`config.mk`:
```
export PLATFORM = sky130hd
export DESIGN_NAME = lca_ctrl
export DESIGN_NICKNAME = d
export VERILOG_FILES = /design/src/sv/lca_pkg.sv /design/src/sv/lca_ctrl.sv
export SDC_FILE = /design/constraint.sdc
export NUM_CORES = 1
export LEC_CHECK = 0
export BUFFER_PORTS_ARGS = -buffer_cell sky130_fd_sc_hd__buf_2
export CORE_AREA = 3 3 40 42
export CTS_CLUSTER_SIZE = 25
export DETAILED_ROUTE_END_ITERATION = 6
export DIE_AREA = 0 0 43 45
export HOLD_SLACK_MARGIN = 0.12
export PLACE_DENSITY = 0.7
export SLEW_MARGIN = 30
export SYNTH_ARGS = -nofsm -noshare
export SYNTH_HDL_FRONTEND = slang
export SYNTH_SLANG_ARGS = --single-unit
export TNS_END_PERCENT = 30
```
`constraint.sdc`:
```
create_clock -name clk -period 2.44 [get_ports clk]
set_clock_uncertainty 0.1 [all_clocks]
set_input_delay 0.366 -clock clk [delete_from_list [all_inputs] [get_ports clk]]
set_output_delay 0.366 -clock clk [all_outputs]
set_load 0.005 [all_outputs]
```
`src/sv/lca_pkg.sv`:
```
// ----------------------------------------------------------------------------
// lca_pkg: shared types and constants for the life grid
// Opcodes, result codes, register indexes, control structs and the rule.
// ----------------------------------------------------------------------------
package lca_pkg;

  localparam int LCA_MAX_COLS = 64;
  localparam int LCA_MAX_ROWS = 64;

  localparam int COORD_W = 7;
  localparam int CFG_W   = 7;

  localparam logic [CFG_W-1:0] GRID_WIDTH_RESET  = 7'd64;
  localparam logic [CFG_W-1:0] GRID_HEIGHT_RESET = 7'd64;

  localparam logic CFG_GRID_WIDTH  = 1'b0;
  localparam logic CFG_GRID_HEIGHT = 1'b1;

  localparam logic [1:0] CELL_DEAD    = 2'd0;
  localparam logic [1:0] CELL_OUTSIDE = 2'd2;

  localparam logic [3:0] BIRTH_COUNT = 4'd3;
  localparam logic [3:0] SURVIVE_LOW = 4'd2;

  typedef enum logic [1:0] {
    OP_SET    = 2'd0,
    OP_TOGGLE = 2'd1,
    OP_READ   = 2'd2,
    OP_STEP   = 2'd3
  } op_t;

  typedef struct packed {
    logic clr_en;
    logic latch;
    logic scan_start;
    logic scan_en;
    logic lookup;
    logic flip;
    logic load_out;
  } ctrl_cmd_t;

  typedef struct packed {
    logic clr_done;
    logic is_step;
    logic scan_last;
    logic pipe_busy;
  } dp_status_t;

  function automatic logic next_cell(input logic [7:0] nbrs, input logic self);
    logic [3:0] cnt;
    cnt = '0;
    for (int i = 0; i < 8; i++) begin
      cnt = cnt + 4'(nbrs[i]);
    end
    return (cnt == BIRTH_COUNT) || (self && (cnt == SURVIVE_LOW));
  endfunction

endpackage

```
`src/sv/lca_ctrl.sv`:
```
// ----------------------------------------------------------------------------
// lca_ctrl: controller for the life grid
// Sequences clearing, cell access, generation scan and result handoff.
// ----------------------------------------------------------------------------
module lca_ctrl
  import lca_pkg::*;
(
  input  logic       clk,
  input  logic       rst_n,
  input  logic       in_valid,
  output logic       in_ready,
  output logic       out_valid,
  input  logic       out_ready,
  input  dp_status_t st,
  output ctrl_cmd_t  cmd
);

  typedef enum logic [6:0] {
    ST_CLEAR  = 7'b0000001,
    ST_IDLE   = 7'b0000010,
    ST_ACCESS = 7'b0000100,
    ST_LOOKUP = 7'b0001000,
    ST_SCAN   = 7'b0010000,
    ST_DRAIN  = 7'b0100000,
    ST_RESULT = 7'b1000000
  } state_t;

  state_t state_r, state_nxt;
  logic   out_valid_r, out_valid_nxt;
  logic   slot_free;

  assign slot_free = !out_valid_r || out_ready;
  assign in_ready  = (state_r == ST_IDLE);
  assign out_valid = out_valid_r;

  always_comb begin
    state_nxt      = state_r;
    cmd            = '0;
    cmd.latch      = in_ready && in_valid;
    out_valid_nxt  = out_valid_r && !out_ready;
    unique case (state_r)
      ST_CLEAR: begin
        cmd.clr_en = 1'b1;
        if (st.clr_done) state_nxt = ST_IDLE;
      end
      ST_IDLE: begin
        if (in_valid) state_nxt = ST_ACCESS;
      end
      ST_ACCESS: begin
        cmd.scan_start = 1'b1;
        state_nxt = st.is_step ? ST_SCAN : ST_LOOKUP;
      end
      ST_LOOKUP: begin
        cmd.lookup = 1'b1;
        state_nxt  = ST_RESULT;
      end
      ST_SCAN: begin
        cmd.scan_en = 1'b1;
        if (st.scan_last) state_nxt = ST_DRAIN;
      end
      ST_DRAIN: begin
        if (!st.pipe_busy) begin
          cmd.flip  = 1'b1;
          state_nxt = ST_RESULT;
        end
      end
      ST_RESULT: begin
        if (slot_free) begin
          cmd.load_out  = 1'b1;
          out_valid_nxt = 1'b1;
          state_nxt     = ST_IDLE;
        end
      end
      default: state_nxt = ST_CLEAR;
    endcase
  end

  always_ff @(posedge clk) begin
    if (!rst_n) begin
      state_r     <= ST_CLEAR;
      out_valid_r <= 1'b0;
    end else begin
      state_r     <= state_nxt;
      out_valid_r <= out_valid_nxt;
    end
  end

  a_load_free: assert property (@(posedge clk) disable iff (!rst_n)
    cmd.load_out |-> slot_free)
    else $error("result loaded over a pending transaction");

  a_reset_clear: assert property (@(posedge clk)
    !rst_n |=> state_r == ST_CLEAR)
    else $error("reset did not start the clearing pass");

  a_scan_done: assert property (@(posedge clk) disable iff (!rst_n)
    (state_r == ST_SCAN && st.scan_last) |=> state_r == ST_DRAIN)
    else $error("scan end not followed by drain");

endmodule

```
Yosys cells after proc, flatten, opt, wreduce, memory -nomap -nowiden. Index checks and enable logic that the tools add are counted.

Eq/ne operators: 12. Multiplexer cells: 17. Reduce and logical (&&, ||, !) cells: 6.

Operators by type and width (count): one-hot mux 7 bit (7 select lines) (1); 2-to-1 mux 7 bit (5); 2-to-1 mux 1 bit (10); != test 2 bit (second input constant) (5); == test 7 x 1 -> 1 bit (second input constant) (1); == test 7 x 2 -> 1 bit (second input constant) (1); == test 7 x 3 -> 1 bit (second input constant) (1); == test 7 x 4 -> 1 bit (second input constant) (1); == test 7 x 5 -> 1 bit (second input constant) (1); == test 7 x 6 -> 1 bit (second input constant) (1); == test 7 bit (second input constant) (1); 2-to-1 mux 5 bit (1); AND reduction 5 bit (1); logical AND 1 bit (2); logical NOT 1 bit (2); logical OR 1 bit (1).

Flip-flop bits (word level): 8. Output and inout bits: 9. Bits of input ports: 8. Word-level logic and storage cells: 37.

Longest topological paths before layout.
Word-level depth: 4. Gate-level depth with buffers: 6. Gate-level depth less buffers: 5.

Worst setup path before layout. No wires, ideal clock.

Kind: register -> output. Start point: register state_r[1]. End point: output port cmd[4] (netlist name). Stages on the path, launching flop included: 6. Required time: 1974 ps. Data arrival time: 1189 ps. Slack: 785 ps. Cells stage by stage: dfxtp_1 > buf_6 > nor2_4 > nand2_1 > or4b_4 > inv_1.

RTL lines: start: declaration (RTL line lca_ctrl.sv:28) `state_t state_r, state_nxt;`; start signal: assignment (RTL line lca_ctrl.sv:83) `state_r <= state_nxt;`; end: declaration (RTL line lca_ctrl.sv:15) `output ctrl_cmd_t cmd`.

==> out/qor.yml <==
status: "completed"
multi_input_area_um2: 383
final-hold-violation-count: 0
regArea_um2: 160
areaGrowthSynthToFinish_pct: 12.7
wl_met2_um: 670
period_share_pct: 85.4
rsz0062_at_grt: "false"
worstSetupEndpointType: "primary output"
core_area_um2: 1280
die_area_um2: 1940
synth_area_um2: 593
via_count: 560
max_cap_viol_count: 0
grt_pass1_wl_mm: 2.28
syn_nets: 79
whs_ns: 0.189
routedWlPerCell_um: 14.0
port-buffer-count: 16
postRouteAntennaNets: 0
vias_per_cell: 5.66
cts_resized: 0
timing.rr.start: "state_r[5]$_SDFFE_PN0P_"
comb_power_share_pct: 25.1
fin_crit_ns: 2.08
nNetsFinal: 94
start_util_pct: 46.2
die_h_um: 45
setup_violations: 0
p_sw_w: 0.000112
timing.fmax_mhz: 480
clock-sinks: 8
die_w_um: 43
yosysWarnings: 0
crit_path_start: "state_r[1]$_SDFFE_PN0P_"
io_pins: 17
syn_avg_cell_area_um2: 8.35
diodes: 0
leakage_nw: 0.302
ys_top_cells_by_area: "dfxtp_1, nand2_1, nor2_1"
p_int_w: 0.000238
clockBufferDepth: 2
drive_gt1_share_pct: 33.3
wl_mm: 1.39
synth_top_area_share_pct: 27.0
wirelength_met1_um: 607
power.density_nw_per_um2: 523
finalWeightedCongestion: 0.875
ir_worst_vdd_mv: 0.328
drc: 0
root_buffer: "clkbuf_4"
firstDrtPassIters: 4
reg2reg_depth: 5
arrival_ns: 1.62
cp-start-kind: "flop"
layout.cells.non_filler: 99
synth_cell_types: 36
relSlewSlack_pct: 69.1
seq_power_share_pct: 44.7
ys_ff_latch: 8
cts_buffers: 3
r2r_end: "state_r[4]$_SDFFE_PN0P_"
highest_layer: "met4"
track_usage_pct: 15.5
antenna_found_initial: 0
drtIter0Drc: 13
dp_cells: 96
postCtsSetupBuffers: 0
clkLatencyLatePin_ns: 0.25
synth.largest_area_cell: "dfxtp_1"
row_count: 13
synth_cells: 71
critical_path_class: "reg2out"
setup-tns-final_ns: 0
grt-ovfl-total: 0
path_max_fanout: 8
tritoncts: "done"
cts.clk_slew.worst_paths_ns: 0.06
cp-endpoint: "cmd[4]"
crit_required_ns: 1.97
r2r_slack_ns: 0.62
place_hpwl_mm: 1.05
grt_pass1_vias: 508
htreeDepth: 1
tightestPinTransition_ns: 0.463
wl_met3_um: 97
yosysSeqAreaShare_pct: 27.0
final-max-slew-violation-count: 0
nFillCells: 128
swShare_pct: 31.9
hp-class: "in2reg"
grt_max_degree: 13
clkPwrFrac_pct: 30.2
postCtsHoldBufs: 0
[flip-flops by register name (all words and copies together), names as in the netlist]
name and flops:
state_r 7, out_valid 1
[cell usage in the layout (no fill, tap or decap), types with 2 or more instances in the layout]
cell type,n
a21oi_1,2
and3_1,3
buf_2,16
clkbuf_4,3
dfxtp_1,8
nand2_1,8
nand2b_1,3
nor2_1,7
nor2b_1,2
nor3_1,4
nor4b_1,3
o21ai_0,3
[layout make-up]
| type | count | share of cell area [%] |
|---|---|---|
| Sequential cell | 8 | 24.0 |
| Inverter | 1 | 0.562 |
| Multi-Input combinational cell | 56 | 57.3 |
| Timing Repair Buffer | 16 | 12.0 |
| Tap cell | 15 | 2.81 |
| Clock buffer | 3 | 3.37 |
[layer usage]
| layer | track usage (%) | up-vias |
|---|---|---|
| met3 | 2.79 | 2 |
| li1 | - | 282 |
| met2 | 25.1 | 19 |
| met1 | 19.4 | 257 |
| met4 | 8.43 | 0 |
| met5 | 0 | - |
[power groups by stage]
| stage | Clock [W] | Combinational, W | Sequential [W] |
|---|---|---|---|
| after floorplan | 0 | 0.0000878 | 0.000143 |
| after global placement | 0 | 0.0000858 | 0.000158 |
| after detailed placement | 0 | 0.0000871 | 0.000159 |
| after CTS | 0.000105 | 0.0000880 | 0.000156 |
| after global routing | 0.000110 | 0.0000986 | 0.000159 |
| final | 0.000106 | 0.0000877 | 0.000156 |
[kinds of logic (layout without fill, tap and decap cells)]
kind of cell	count (synthesis)	in the layout	share of synthesized area [%]
AND/OR/NAND/NOR	42	42	46.6
XOR/XNOR	2	2	2.95
flip-flops	8	8	27.0
multiplexers	1	1	1.69
AO/OA/AOI/OAI	11	11	13.3
buffers and inverters	7	20	8.44
[cells in the mapped netlist]
cell type and count:
clkbuf_1 1, mux2i_1 1, buf_6 2, a21oi_1 2, and2_1 1, nand3_1 1
and3_1 3, buf_2 1, a21boi_0 1, nand4_1 1, nor4_2 1, or4b_4 1
or3b_2 1, nand2b_1 3, a21o_1 1, nand3_2 1, xor2_1 1, o21a_1 1
nor2_1 7, o22ai_1 1, a32oi_2 1, or4_1 1, nor2b_1 2, nor4b_4 1
nor3_2 1, a31o_2 1, o21ai_0 3, nand2_1 8, nand4b_1 1, nor4b_1 3
buf_4 2, xnor2_1 1, dfxtp_1 8, nor3_1 4, inv_1 1, nor2_4 1
[metrics by stage]
step                      total power [W]  utilization [%]  area, µm²  setup slack, ns
after floorplan                  0.000231                -        593            0.785
final                            0.000349             52.0        668            0.355
after global routing             0.000368             52.0        668            0.195
after detailed placement         0.000246             50.2        646            0.623
after CTS                        0.000349             52.0        668            0.334
after global placement           0.000243             50.2        646            0.653
[critical path, stage by stage, from the launching register on]
cell	delay (ns)
dfxtp_1	0.40
nor2_4	0.18
nand2_1	0.10
or4b_4	0.53
inv_1	0.06
buf_2	0.10
[worst min path at each step]
stage / startpoint / endpoint / depth (start not counted)
CTS: st[2] / state_r[3]$_SDFFE_PN0P_ / 2
floorplan: st[2] / state_r[3]$_SDFFE_PN0P_ / 1
detailed placement: st[2] / state_r[3]$_SDFFE_PN0P_ / 2
global route: st[2] / state_r[3]$_SDFFE_PN0P_ / 2
finish: st[2] / state_r[3]$_SDFFE_PN0P_ / 2
global placement: st[2] / state_r[3]$_SDFFE_PN0P_ / 2
Note: power is estimated with default switching activity, not from simulation.
